===== src/efr_pkg.sv =====
package efr_pkg;

    localparam int MAX_PAYLOAD_DEF = 64;
    localparam int BYTE_W = 8;
    localparam int LEN_W  = 7;
    localparam int IDX_W  = 6;
    localparam int CRC_W  = 16;

    localparam logic [CRC_W-1:0] CRC_INIT = 16'hFFFF;
    localparam logic [CRC_W-1:0] CRC_POLY = 16'hA001;

    localparam logic [BYTE_W-1:0] SOF_BYTE = 8'hAA;
    localparam logic [BYTE_W-1:0] EOF_BYTE = 8'h55;
    localparam logic [BYTE_W-1:0] ESC_BYTE = 8'hBB;
    localparam logic [BYTE_W-1:0] ESC_SOF  = 8'h0A;
    localparam logic [BYTE_W-1:0] ESC_EOF  = 8'h05;
    localparam logic [BYTE_W-1:0] ESC_ESC  = 8'h0B;

    typedef struct packed {
        logic init;
        logic start;
    } crc_ctrl_t;

    typedef struct packed {
        logic busy;
    } crc_stat_t;

endpackage


===== src/efr_ram.sv =====
module efr_ram #(
    parameter int WIDTH  = 8,
    parameter int DEPTH  = 64,
    parameter int ADDR_W = (DEPTH > 1) ? $clog2(DEPTH) : 1
) (
    input  logic              aclk,
    input  logic              we,
    input  logic [ADDR_W-1:0] waddr,
    input  logic [WIDTH-1:0]  wdata,
    input  logic [ADDR_W-1:0] raddr,
    output logic [WIDTH-1:0]  rdata
);

    logic [WIDTH-1:0] mem [DEPTH];

    always_ff @(posedge aclk) begin
        if (we) begin
            mem[waddr] <= wdata;
        end
        rdata <= mem[raddr];
    end

endmodule


===== src/efr_crc.sv =====
module efr_crc (
    input  logic                     aclk,
    input  logic                     aresetn,
    input  efr_pkg::crc_ctrl_t       ctrl,
    input  logic [efr_pkg::BYTE_W-1:0] data,
    output efr_pkg::crc_stat_t       stat,
    output logic [efr_pkg::CRC_W-1:0] crc
);
    import efr_pkg::*;

    logic [CRC_W-1:0] crc_reg, crc_next;
    logic [2:0]       cnt_reg, cnt_next;
    logic             busy_reg, busy_next;

    // one bit of the reflected polynomial division per cycle
    always_comb begin
        crc_next  = crc_reg;
        cnt_next  = cnt_reg;
        busy_next = busy_reg;
        if (ctrl.init) begin
            crc_next = CRC_INIT;
        end else if (ctrl.start) begin
            crc_next  = crc_reg ^ {{(CRC_W-BYTE_W){1'b0}}, data};
            cnt_next  = '0;
            busy_next = 1'b1;
        end else if (busy_reg) begin
            crc_next = crc_reg[0] ? ((crc_reg >> 1) ^ CRC_POLY) : (crc_reg >> 1);
            cnt_next = cnt_reg + 3'd1;
            if (cnt_reg == 3'd7) begin
                busy_next = 1'b0;
            end
        end
    end

    always_ff @(posedge aclk) begin
        if (!aresetn) begin
            crc_reg  <= CRC_INIT;
            cnt_reg  <= '0;
            busy_reg <= 1'b0;
        end else begin
            crc_reg  <= crc_next;
            cnt_reg  <= cnt_next;
            busy_reg <= busy_next;
        end
    end

    assign stat.busy = busy_reg;
    assign crc       = crc_reg;

endmodule


===== src/escaped_frame_receiver_crc16.sv =====
// channel   dir  handshake           payload
// s_        in   s_valid / s_ready   s_rx_byte
// m_        out  m_valid / m_ready   m_command, m_payload_length, m_sequence_res,
//                                    m_data_byte, m_byte_index, m_last
// cmd, seq, an in-range len and payload data bytes each wait while the bit-serial
// crc unit runs its 8 steps; all other link bytes are taken without that wait
// a good frame is read back from the payload ram, one result per ST_RD and ST_LOAD pass,
// longer if m_ready holds the output register; no request is taken while a frame is read back
// aresetn is synchronous, active low; the ram needs no clearing
module escaped_frame_receiver_crc16 #(
    parameter int MAX_PAYLOAD = efr_pkg::MAX_PAYLOAD_DEF
) (
    input  logic                       aclk,
    input  logic                       aresetn,
    input  logic                       s_valid,
    output logic                       s_ready,
    input  logic [efr_pkg::BYTE_W-1:0] s_rx_byte,
    output logic                       m_valid,
    input  logic                       m_ready,
    output logic [efr_pkg::BYTE_W-1:0] m_command,
    output logic [efr_pkg::LEN_W-1:0]  m_payload_length,
    output logic [efr_pkg::BYTE_W-1:0] m_sequence_res,
    output logic [efr_pkg::BYTE_W-1:0] m_data_byte,
    output logic [efr_pkg::IDX_W-1:0]  m_byte_index,
    output logic                       m_last
);
    import efr_pkg::*;

    localparam int AW = (MAX_PAYLOAD > 1) ? $clog2(MAX_PAYLOAD) : 1;

    typedef enum logic [1:0] {ST_IDLE, ST_CRC, ST_RD, ST_LOAD} state_t;
    typedef enum logic [2:0] {
        PH_WAIT, PH_CMD, PH_LEN, PH_SEQ, PH_PAY, PH_CRCL, PH_CRCH, PH_END
    } phase_t;

    state_t            state_reg, state_next;
    phase_t            phase_reg, phase_next;
    logic [BYTE_W-1:0] cmd_reg, cmd_next;
    logic [LEN_W-1:0]  len_reg, len_next;
    logic [BYTE_W-1:0] seq_reg, seq_next;
    logic [LEN_W-1:0]  count_reg, count_next;
    logic              esc_reg, esc_next;
    logic [CRC_W-1:0]  rxcrc_reg, rxcrc_next;
    logic [AW-1:0]     k_reg, k_next;

    logic              mv_reg, mv_next;
    logic [BYTE_W-1:0] mcmd_reg, mcmd_next;
    logic [LEN_W-1:0]  mlen_reg, mlen_next;
    logic [BYTE_W-1:0] mseq_reg, mseq_next;
    logic [BYTE_W-1:0] mdata_reg, mdata_next;
    logic [IDX_W-1:0]  midx_reg, midx_next;
    logic              mlast_reg, mlast_next;

    crc_ctrl_t         crc_ctrl;
    crc_stat_t         crc_stat;
    logic [BYTE_W-1:0] crc_data;
    logic [CRC_W-1:0]  crc_val;

    logic              ram_we;
    logic [BYTE_W-1:0] ram_wdata;
    logic [BYTE_W-1:0] ram_rdata;

    logic              accept;
    logic [BYTE_W-1:0] ch;
    logic              ch_ok;
    logic              k_last;
    logic              out_free;

    efr_crc u_crc (
        .aclk    (aclk),
        .aresetn (aresetn),
        .ctrl    (crc_ctrl),
        .data    (crc_data),
        .stat    (crc_stat),
        .crc     (crc_val)
    );

    efr_ram #(
        .WIDTH (BYTE_W),
        .DEPTH (MAX_PAYLOAD)
    ) u_ram (
        .aclk  (aclk),
        .we    (ram_we),
        .waddr (count_reg[AW-1:0]),
        .wdata (ram_wdata),
        .raddr (k_reg),
        .rdata (ram_rdata)
    );

    assign accept   = s_valid && s_ready;
    assign k_last   = (len_reg == '0) || (LEN_W'(k_reg) + LEN_W'(1) == len_reg);
    assign out_free = !mv_reg || m_ready;

    // payload unescape
    always_comb begin
        ch    = s_rx_byte;
        ch_ok = 1'b1;
        unique case (s_rx_byte)
            ESC_SOF: ch = SOF_BYTE;
            ESC_EOF: ch = EOF_BYTE;
            ESC_ESC: ch = ESC_BYTE;
            default: ch_ok = 1'b0;
        endcase
    end

    always_comb begin
        state_next = state_reg;
        phase_next = phase_reg;
        cmd_next   = cmd_reg;
        len_next   = len_reg;
        seq_next   = seq_reg;
        count_next = count_reg;
        esc_next   = esc_reg;
        rxcrc_next = rxcrc_reg;
        k_next     = k_reg;
        mv_next    = mv_reg;
        mcmd_next  = mcmd_reg;
        mlen_next  = mlen_reg;
        mseq_next  = mseq_reg;
        mdata_next = mdata_reg;
        midx_next  = midx_reg;
        mlast_next = mlast_reg;
        crc_ctrl   = '0;
        crc_data   = s_rx_byte;
        ram_we     = 1'b0;
        ram_wdata  = ch;

        if (mv_reg && m_ready) begin
            mv_next = 1'b0;
        end

        unique case (state_reg)
            ST_IDLE: begin
                if (accept) begin
                    unique case (phase_reg)
                        PH_WAIT: begin
                            if (s_rx_byte == SOF_BYTE) begin
                                phase_next    = PH_CMD;
                                count_next    = '0;
                                esc_next      = 1'b0;
                                crc_ctrl.init = 1'b1;
                            end
                        end
                        PH_CMD: begin
                            cmd_next       = s_rx_byte;
                            crc_ctrl.start = 1'b1;
                            state_next     = ST_CRC;
                            phase_next     = PH_LEN;
                        end
                        PH_LEN: begin
                            if (s_rx_byte > BYTE_W'(MAX_PAYLOAD)) begin
                                phase_next = PH_WAIT;
                                count_next = '0;
                                esc_next   = 1'b0;
                            end else begin
                                len_next       = s_rx_byte[LEN_W-1:0];
                                crc_ctrl.start = 1'b1;
                                state_next     = ST_CRC;
                                phase_next     = PH_SEQ;
                            end
                        end
                        PH_SEQ: begin
                            seq_next       = s_rx_byte;
                            crc_ctrl.start = 1'b1;
                            state_next     = ST_CRC;
                            phase_next     = (len_reg != '0) ? PH_PAY : PH_CRCL;
                        end
                        PH_PAY: begin
                            if (esc_reg) begin
                                esc_next = 1'b0;
                            end
                            if (esc_reg && !ch_ok) begin
                                phase_next = PH_WAIT;
                                count_next = '0;
                            end else if (!esc_reg && s_rx_byte == ESC_BYTE) begin
                                esc_next = 1'b1;
                            end else if (!esc_reg && s_rx_byte == SOF_BYTE) begin
                                phase_next    = PH_CMD;
                                count_next    = '0;
                                crc_ctrl.init = 1'b1;
                            end else if (!esc_reg && s_rx_byte == EOF_BYTE) begin
                                phase_next = PH_WAIT;
                                count_next = '0;
                            end else begin
                                crc_data       = esc_reg ? ch : s_rx_byte;
                                ram_wdata      = crc_data;
                                ram_we         = (count_reg < LEN_W'(MAX_PAYLOAD));
                                count_next     = count_reg + LEN_W'(1);
                                crc_ctrl.start = 1'b1;
                                state_next     = ST_CRC;
                                if (count_next >= len_reg) begin
                                    phase_next = PH_CRCL;
                                end
                            end
                        end
                        PH_CRCL: begin
                            rxcrc_next = {{(CRC_W-BYTE_W){1'b0}}, s_rx_byte};
                            phase_next = PH_CRCH;
                        end
                        PH_CRCH: begin
                            rxcrc_next = {s_rx_byte, rxcrc_reg[BYTE_W-1:0]};
                            phase_next = PH_END;
                        end
                        PH_END: begin
                            if (s_rx_byte == EOF_BYTE && crc_val == rxcrc_reg) begin
                                k_next     = '0;
                                state_next = ST_RD;
                            end
                            phase_next = PH_WAIT;
                            count_next = '0;
                            esc_next   = 1'b0;
                        end
                        default: begin
                            phase_next = PH_WAIT;
                        end
                    endcase
                end
            end
            ST_CRC: begin
                if (!crc_stat.busy) begin
                    state_next = ST_IDLE;
                end
            end
            ST_RD: begin
                state_next = ST_LOAD;
            end
            ST_LOAD: begin
                if (out_free) begin
                    mv_next    = 1'b1;
                    mcmd_next  = cmd_reg;
                    mlen_next  = len_reg;
                    mseq_next  = seq_reg;
                    mdata_next = (len_reg == '0) ? '0 : ram_rdata;
                    midx_next  = IDX_W'(k_reg);
                    mlast_next = k_last;
                    if (k_last) begin
                        state_next = ST_IDLE;
                    end else begin
                        k_next     = k_reg + AW'(1);
                        state_next = ST_RD;
                    end
                end
            end
            default: begin
                state_next = ST_IDLE;
            end
        endcase
    end

    always_ff @(posedge aclk) begin
        if (!aresetn) begin
            state_reg <= ST_IDLE;
            phase_reg <= PH_WAIT;
            cmd_reg   <= '0;
            len_reg   <= '0;
            seq_reg   <= '0;
            count_reg <= '0;
            esc_reg   <= 1'b0;
            rxcrc_reg <= '0;
            k_reg     <= '0;
            mv_reg    <= 1'b0;
        end else begin
            state_reg <= state_next;
            phase_reg <= phase_next;
            cmd_reg   <= cmd_next;
            len_reg   <= len_next;
            seq_reg   <= seq_next;
            count_reg <= count_next;
            esc_reg   <= esc_next;
            rxcrc_reg <= rxcrc_next;
            k_reg     <= k_next;
            mv_reg    <= mv_next;
        end
        mcmd_reg  <= mcmd_next;
        mlen_reg  <= mlen_next;
        mseq_reg  <= mseq_next;
        mdata_reg <= mdata_next;
        midx_reg  <= midx_next;
        mlast_reg <= mlast_next;
    end

    assign s_ready          = (state_reg == ST_IDLE);
    assign m_valid          = mv_reg;
    assign m_command        = mcmd_reg;
    assign m_payload_length = mlen_reg;
    assign m_sequence_res   = mseq_reg;
    assign m_data_byte      = mdata_reg;
    assign m_byte_index     = midx_reg;
    assign m_last           = mlast_reg;

endmodule


===== config.mk =====
export PLATFORM = sky130hd
export DESIGN_NAME = escaped_frame_receiver_crc16
export DESIGN_NICKNAME = d
export VERILOG_FILES = /design/src/efr_pkg.sv /design/src/efr_ram.sv /design/src/efr_crc.sv /design/src/escaped_frame_receiver_crc16.sv
export SDC_FILE = /design/constraint.sdc
export NUM_CORES = 1
export LEC_CHECK = 0
export ABC_CLOCK_PERIOD_IN_PS = 5420
export CORE_ASPECT_RATIO = 1.25
export CORE_MARGIN = 10
export CORE_UTILIZATION = 50
export CTS_BUF_LIST = sky130_fd_sc_hd__clkbuf_2
export CTS_CLUSTER_SIZE = 16
export DETAILED_ROUTE_END_ITERATION = 16
export DONT_BUFFER_PORTS = 1
export PLACE_DENSITY = 0.68
export SYNTH_ARGS = -nofsm -noshare
export SYNTH_HDL_FRONTEND = slang
export SYNTH_SLANG_ARGS = --single-unit

===== constraint.sdc =====
create_clock -name aclk -period 5.42 [get_ports aclk]
set_input_delay 1.084 -clock aclk [delete_from_list [all_inputs] [get_ports aclk]]
set_output_delay 1.084 -clock aclk [all_outputs]
set_load 0.03 [all_outputs]

==> results by group, run 1 <==
Pwr
  • Cell Pwr Density: 304 nW/µm²
  • Overall power after layout: 8610 µW
  • Leakage power total: 0.00898 µW
  • Worst-case vdd ir drop: 0.126 mV

Worst setup path
  • Critical path startpoint category: flip-flop
  • Worst path required time: 6.14 ns
  • Type of the worst setup path: flip-flop to flip-flop
  • Worst-path fanout max: 19
  • Endpoint type of the worst setup path: flip-flop
  • Length in cells of the worst reg-to-reg path: 7
  • RR Endpoint: u_ram.mem[62][3]
  • Worst Path Arrival: 4.65 ns
  • Reg-to-reg setup timing slack: 1.49 ns
  • Source of the worst register-to-register timing path: state_reg[1]

Die
  • Die height: 273 µm
  • Width of the chip: 223 µm
  • Starting density of the core: 0.507
  • Area of the placeable core: 50600 µm²
  • Total I/O pin count: 52
  • Row count: 92
  • Die footprint: 60900 µm²

Global routing
  • Maximum number of pins on one net before global-route repair: 73
  • Total global-route track usage: 0.203
  • Number of antenna violations at the first check in global routing: 3
  • GRT Residual Overflow: 0
  • Wire length of the first global-routing pass: 92900 µm
  • Number of global-route vias before repair: 14502

Synth
  • Proportion of register bits with asynchronous set or reset after synthesis: 0
  • Gate Count Post-Synth: 1423
  • Post-synth EDFFs: 550
  • Cell variety after synth: 73
  • Count leader, synth: sky130_fd_sc_hd__edfxtp_1
  • Biggest area consumer among synthesized cells: sky130_fd_sc_hd__edfxtp_1
  • Leading register cell type out of synthesis: sky130_fd_sc_hd__edfxtp_1
  • Avg Synthesized Cell Area: 18.0 µm²
  • Warning count from the yosys run: 0
  • Area fraction of the dominant cell type after synthesis: 0.643
  • Most instantiated cells after synthesis: sky130_fd_sc_hd__edfxtp_1, sky130_fd_sc_hd__mux4_2, sky130_fd_sc_hd__nor2_1
  • Yosys reg bits: 637
  • Post-synthesis sequential area ratio: 0.711
  • Synthesized area: 25700 µm²
  • Ranking of synthesized cells by area: sky130_fd_sc_hd__edfxtp_1, sky130_fd_sc_hd__mux4_2, sky130_fd_sc_hd__dfxtp_1
  • Number of nets produced by synthesis: 1446

Finish
  • Share of final-layout standard cells stronger than drive strength 1: 0.303
  • Area Growth Syn to Fin: 10.1%
  • Flip-flop count of the largest register, all copies and words added: 512
  • Final design utilization: 0.558
  • Number of nets in the final layout: 1582
  • Filler Cells Inserted: 3881

STA
  • Post-Route Hold Slack: 0.114 ns
  • Setup-violating endpoint count in the final report: 0
  • Final WS setup: 1.49 ns
  • Slew Viols, Final: 0
  • Worst setup skew after layout: 0.0802 ns
  • Final count of hold timing violations: 0
  • RSZ-0062 raised after global routing: no
  • Final total negative setup slack: 0 ns
  • Final critical-path share of the clock period: 0.725
  • Slew margin rel.: 0.265
  • Maximum clock frequency: 255 MHz
  • Transition time at the pin with the least slew margin: 1.10 ns
  • Tmin final: 3.93 ns

Worst hold path
  • HP Class: input port to flip-flop
  • Endpoint of the worst hold path: cmd_reg[1]
  • Min-delay src: s_rx_byte[1]
  • Hold Path Stages: 2

Route
  • DR DRC count: 0
  • Total via count in the routed design: 14179
  • Overall routed net length: 61800 µm
  • Via count normalized by instance count: 6.06
  • Mean routed wirelength per cell: 26.4 µm
  • Detailed Route Iter0 Violations: 1360
  • Remaining antenna violation count after routing: 0
  • Initial DRT Pass Iterations: 5

Clock tree
  • Clock sinks: 637
  • Number of buffers added for setup after CTS: 0
  • Number of H-tree levels: 4
  • Maximum buffer depth of the clock tree: 3
  • CTS clock-pin slew for the worst setup and hold paths: 0.11 ns
  • Clock Latency Late Sink: 1.15 ns
  • TritonCTS clock tree: built
  • Clock Root Buffer: sky130_fd_sc_hd__clkbuf_2
  • TritonCTS Buffers: 148

Flow run
  • Number of max-cap violations: 0

Place
  • Post-DP HPWL: 36700 µm
  • Port Buffer Count: 0
  • Post-placement setup slack: 1.49 ns
  • Routability congestion estimate from global placement: 0.855

Outcome
  • Status: finished, final reports clean
## layer usage
layer,vias up,part of all wire,global-route usage
li1,6086,-,-
met1,7244,0.39,0.250
met2,698,0.51,0.344
met3,149,0.070,0.0420
met4,2,0.034,0.0881
met5,-,0.00021,0
## critical path: stages (launching register included)
cell and delay, ns:
sky130_fd_sc_hd__dfxtp_1 0.41, sky130_fd_sc_hd__nor2_1 0.59, sky130_fd_sc_hd__nand2_1 0.48, sky130_fd_sc_hd__nor3_1 0.38, sky130_fd_sc_hd__and3_1 0.70, sky130_fd_sc_hd__nand3_1 0.15, sky130_fd_sc_hd__buf_4 0.25, sky130_fd_sc_hd__nor2_1 0.55
## layout make-up
class	count	area (µm²)	share of cell area
Clock inverter	61	382	0.0135
Sequential cell	637	18300	0.646
Clock buffer	210	1050	0.0372
Antenna cell	2	5.00	0.000177
Multi-Input combinational cell	681	7020	0.248
Tap cell	658	823	0.0291
Inverter	16	60.1	0.00212
Timing Repair Buffer	75	681	0.0241
## metrics by stage
stage	instances	area (µm²)
detailed placement	2053	26600
CTS	2338	28300
global route	2340	28300
floorplan	1423	25700
finish	2340	28300
global placement	2053	26600
## worst max-delay path by stage
stage	startpoint	to	slack, ns	cells past startpoint
finish	state_reg[1]	u_ram.mem[62][3]	1.49	7
global route	state_reg[1]	u_ram.mem[30][5]	1.28	7
CTS	state_reg[1]	u_ram.mem[62][4]	1.58	7
detailed placement	s_rx_byte[2]	u_ram.mem[38][7]	1.49	8
global placement	s_rx_byte[2]	u_ram.mem[41][1]	1.53	6
floorplan	s_rx_byte[2]	u_ram.mem[0][4]	0.89	7
## layout by cell type, fill, tap and decap left out, drive strengths merged, types with 24 or more instances in the layout
cell type / instances
nor2: 140
a21oi: 27
mux4: 168
xnor2: 24
clkinv: 54
buf: 65
dfxtp: 87
clkbuf: 210
mux2i: 32
nand3: 34
nand2: 53
edfxtp: 550
## timing repair
action | CTS | global route
endpoints found under the setup margin | 0 | 0
resized for setup | 0 | 0
hold buffers | 14 | 0
hold endpoints to repair | 247 | 0
## cells by family after synthesis
kind of cell | count (synthesis) | share of synthesized area
simple gates | 321 | 0.0599
fa+ha+maj | 11 | 0.00536
buf+inv | 105 | 0.0179
compound gates | 118 | 0.0355
xor+xnor | 30 | 0.0102
flops | 637 | 0.711
mux | 201 | 0.160
## power by group
part           internal, µW  switching [µW]  leakage [µW]
sequential             5310            4.49       0.00562
clock                  1290            1860       0.00107
combinational          30.1             116       0.00229
total                  6630            1980       0.00898
Power figures use the tool's default switching activity.
==> run 2: changes to the inputs <==
- ABC_CLOCK_PERIOD_IN_PS: 5420 -> 3300
- clock period: 5.42 -> 3.3 ns (I/O delays scaled with it)
==> results by group, run 2 (synthesis results as in run 1) <==
Outcome
  • Status: finished, final reports clean

Global routing
  • Number of antenna violations at the first check in global routing: 1
  • Total global-route track usage: 0.190
  • Number of global-route vias before repair: 14296
  • Wire length of the first global-routing pass: 87800 µm
  • GRT Residual Overflow: 0
  • Maximum number of pins on one net before global-route repair: 73

Flow run
  • Number of max-cap violations: 0

Worst setup path
  • Type of the worst setup path: flip-flop to flip-flop
  • Endpoint type of the worst setup path: flip-flop
  • Critical path cell sequence: nor2_1, nand2_1, nor3_1, and3_1, nand3b_1, buf_4, nor2_1
  • Worst-path fanout max: 8
  • Stage delay of the slowest cell on the critical path: 0.62 ns
  • Worst Path Arrival: 3.69 ns
  • Top cell family by delay on the critical path: simple AND/OR/NAND/NOR gates
  • Critical path startpoint category: flip-flop
  • CP max stage cell: sky130_fd_sc_hd__nor2_1
  • Cell with the most instances on the worst path: sky130_fd_sc_hd__nor2_1
  • Number of buffers and inverters on the critical path: 1
  • Worst path required time: 4.02 ns

STA
  • Maximum clock frequency: 337 MHz
  • Final total negative setup slack: 0 ns
  • RSZ-0062 raised after global routing: no
  • Final count of hold timing violations: 0
  • Slew Viols, Final: 0
  • Final WS setup: 0.332 ns
  • Setup-violating endpoint count in the final report: 0
  • Tmin final: 2.97 ns
  • Transition time at the pin with the least slew margin: 0.915 ns
  • Final critical-path share of the clock period: 0.899
  • Slew margin rel.: 0.388
  • Worst setup skew after layout: 0.0641 ns

Place
  • Inst Count DP: 2033
  • Routability congestion estimate from global placement: 0.842
  • Post-DP HPWL: 35800 µm
  • Post-placement setup slack: 0.120 ns
  • Port Buffer Count: 0

Pwr
  • Leakage power total: 0.00892 µW
  • Cell Pwr Density: 498 nW/µm²
  • Overall power after layout: 14100 µW
  • Worst-case vdd ir drop: 0.265 mV

Route
  • DR DRC count: 0
  • Initial DRT Pass Iterations: 5
  • Via count normalized by instance count: 5.90
  • Mean routed wirelength per cell: 24.8 µm
  • Remaining antenna violation count after routing: 0
  • Detailed Route Iter0 Violations: 983
  • Overall routed net length: 57400 µm
  • Total via count in the routed design: 13683

Die
  • Width of the chip: 223 µm
  • Row count: 92
  • Area of the placeable core: 50600 µm²
  • Total I/O pin count: 52
  • Starting density of the core: 0.507
  • Die height: 273 µm
  • Die footprint: 60900 µm²

Clock tree
  • CTS clock-pin slew for the worst setup and hold paths: 0.09 ns
  • Clock Root Buffer: sky130_fd_sc_hd__clkbuf_2
  • Clock sinks: 637
  • TritonCTS Buffers: 148
  • Number of H-tree levels: 4
  • Clock Latency Late Sink: 1.13 ns
  • CTS resizes: 0
  • CTS Hold Buffers Added: 15
  • Number of buffers added for setup after CTS: 0
  • Maximum buffer depth of the clock tree: 3
  • TritonCTS clock tree: built

Finish
  • Commonest non-fill, non-tap cell in the layout: sky130_fd_sc_hd__edfxtp_1
  • Share of final-layout standard cells stronger than drive strength 1: 0.300
  • Area Growth Syn to Fin: 9.97%
  • Number of nets in the final layout: 1563
  • Filler Cells Inserted: 3900
  • Flip-flop count of the largest register, all copies and words added: 512
  • Multi-input logic area: 7020 µm²
  • Final Instance Count excl. Fillers: 2318
  • Final design utilization: 0.558
  • Commonest cells after routing, fill and taps aside: sky130_fd_sc_hd__edfxtp_1, sky130_fd_sc_hd__clkbuf_2, sky130_fd_sc_hd__mux4_2
  • Sequential standard cell area: 18300 µm²

Worst hold path
  • HP Class: input port to flip-flop
## run 2: cell types whose count changed in the layout (fill, tap and decap cells not counted), sizes merged
cell,delta
buf,-20
diode,-1
clkbuf,+14
bufinv,-1
clkinv,-18
dlygate4sd3,+1
inv,+3
## run 2: through the flow
step                instance area (µm²)  hold slack, ns
floorplan                         25700           0.403
CTS                               28200          0.0123
global route                      28200          0.0733
finish                            28200           0.124
detailed placement                26600           0.415
global placement                  26600           0.415
## run 2: area by class of cell
cell class / instances / area share
flip-flops and latches: 637 / 0.647
multi-input cells: 681 / 0.249
clock buffers: 224 / 0.0397
well taps: 658 / 0.0291
repair buffers: 56 / 0.0236
clock inverters: 45 / 0.0101
inverters: 16 / 0.00213
diodes: 1 / 0.0000886
## run 2: power by group
group / switching, µW / internal [µW]
clock network: 2960 / 2120
registers: 2.79 / 8710
logic: 194 / 64.0
total: 3160 / 10900
## run 2: worst paths after layout
| kind | endpoint | depth (start not counted) | slack, ns | startpoint |
|---|---|---|---|---|
| worst max-delay path | u_ram.mem[60][1] | 7 | 0.33 | phase_reg[0] |
| worst max register to register | u_ram.mem[60][1] | 7 | 0.33 | phase_reg[0] |
| worst min register to register | m_command[3] | 0 | 0.44 | cmd_reg[3] |
| worst min-delay path | u_crc.crc[4] | 5 | 0.12 | s_rx_byte[0] |
## run 2: worst reg2reg max path: cells and delay by family, from the launching register on
family        cells  cell delay (ns)
buf+inv           1             0.34
flops             1             0.32
simple gates      6             1.91
## run 2: layer usage
layer	part of all wire	up-vias	global-route usage
met2	0.52	502	0.324
met3	0.060	89	0.0393
met1	0.39	7054	0.232
met5	0	-	0
met4	0.025	0	0.0776
li1	-	6038	-
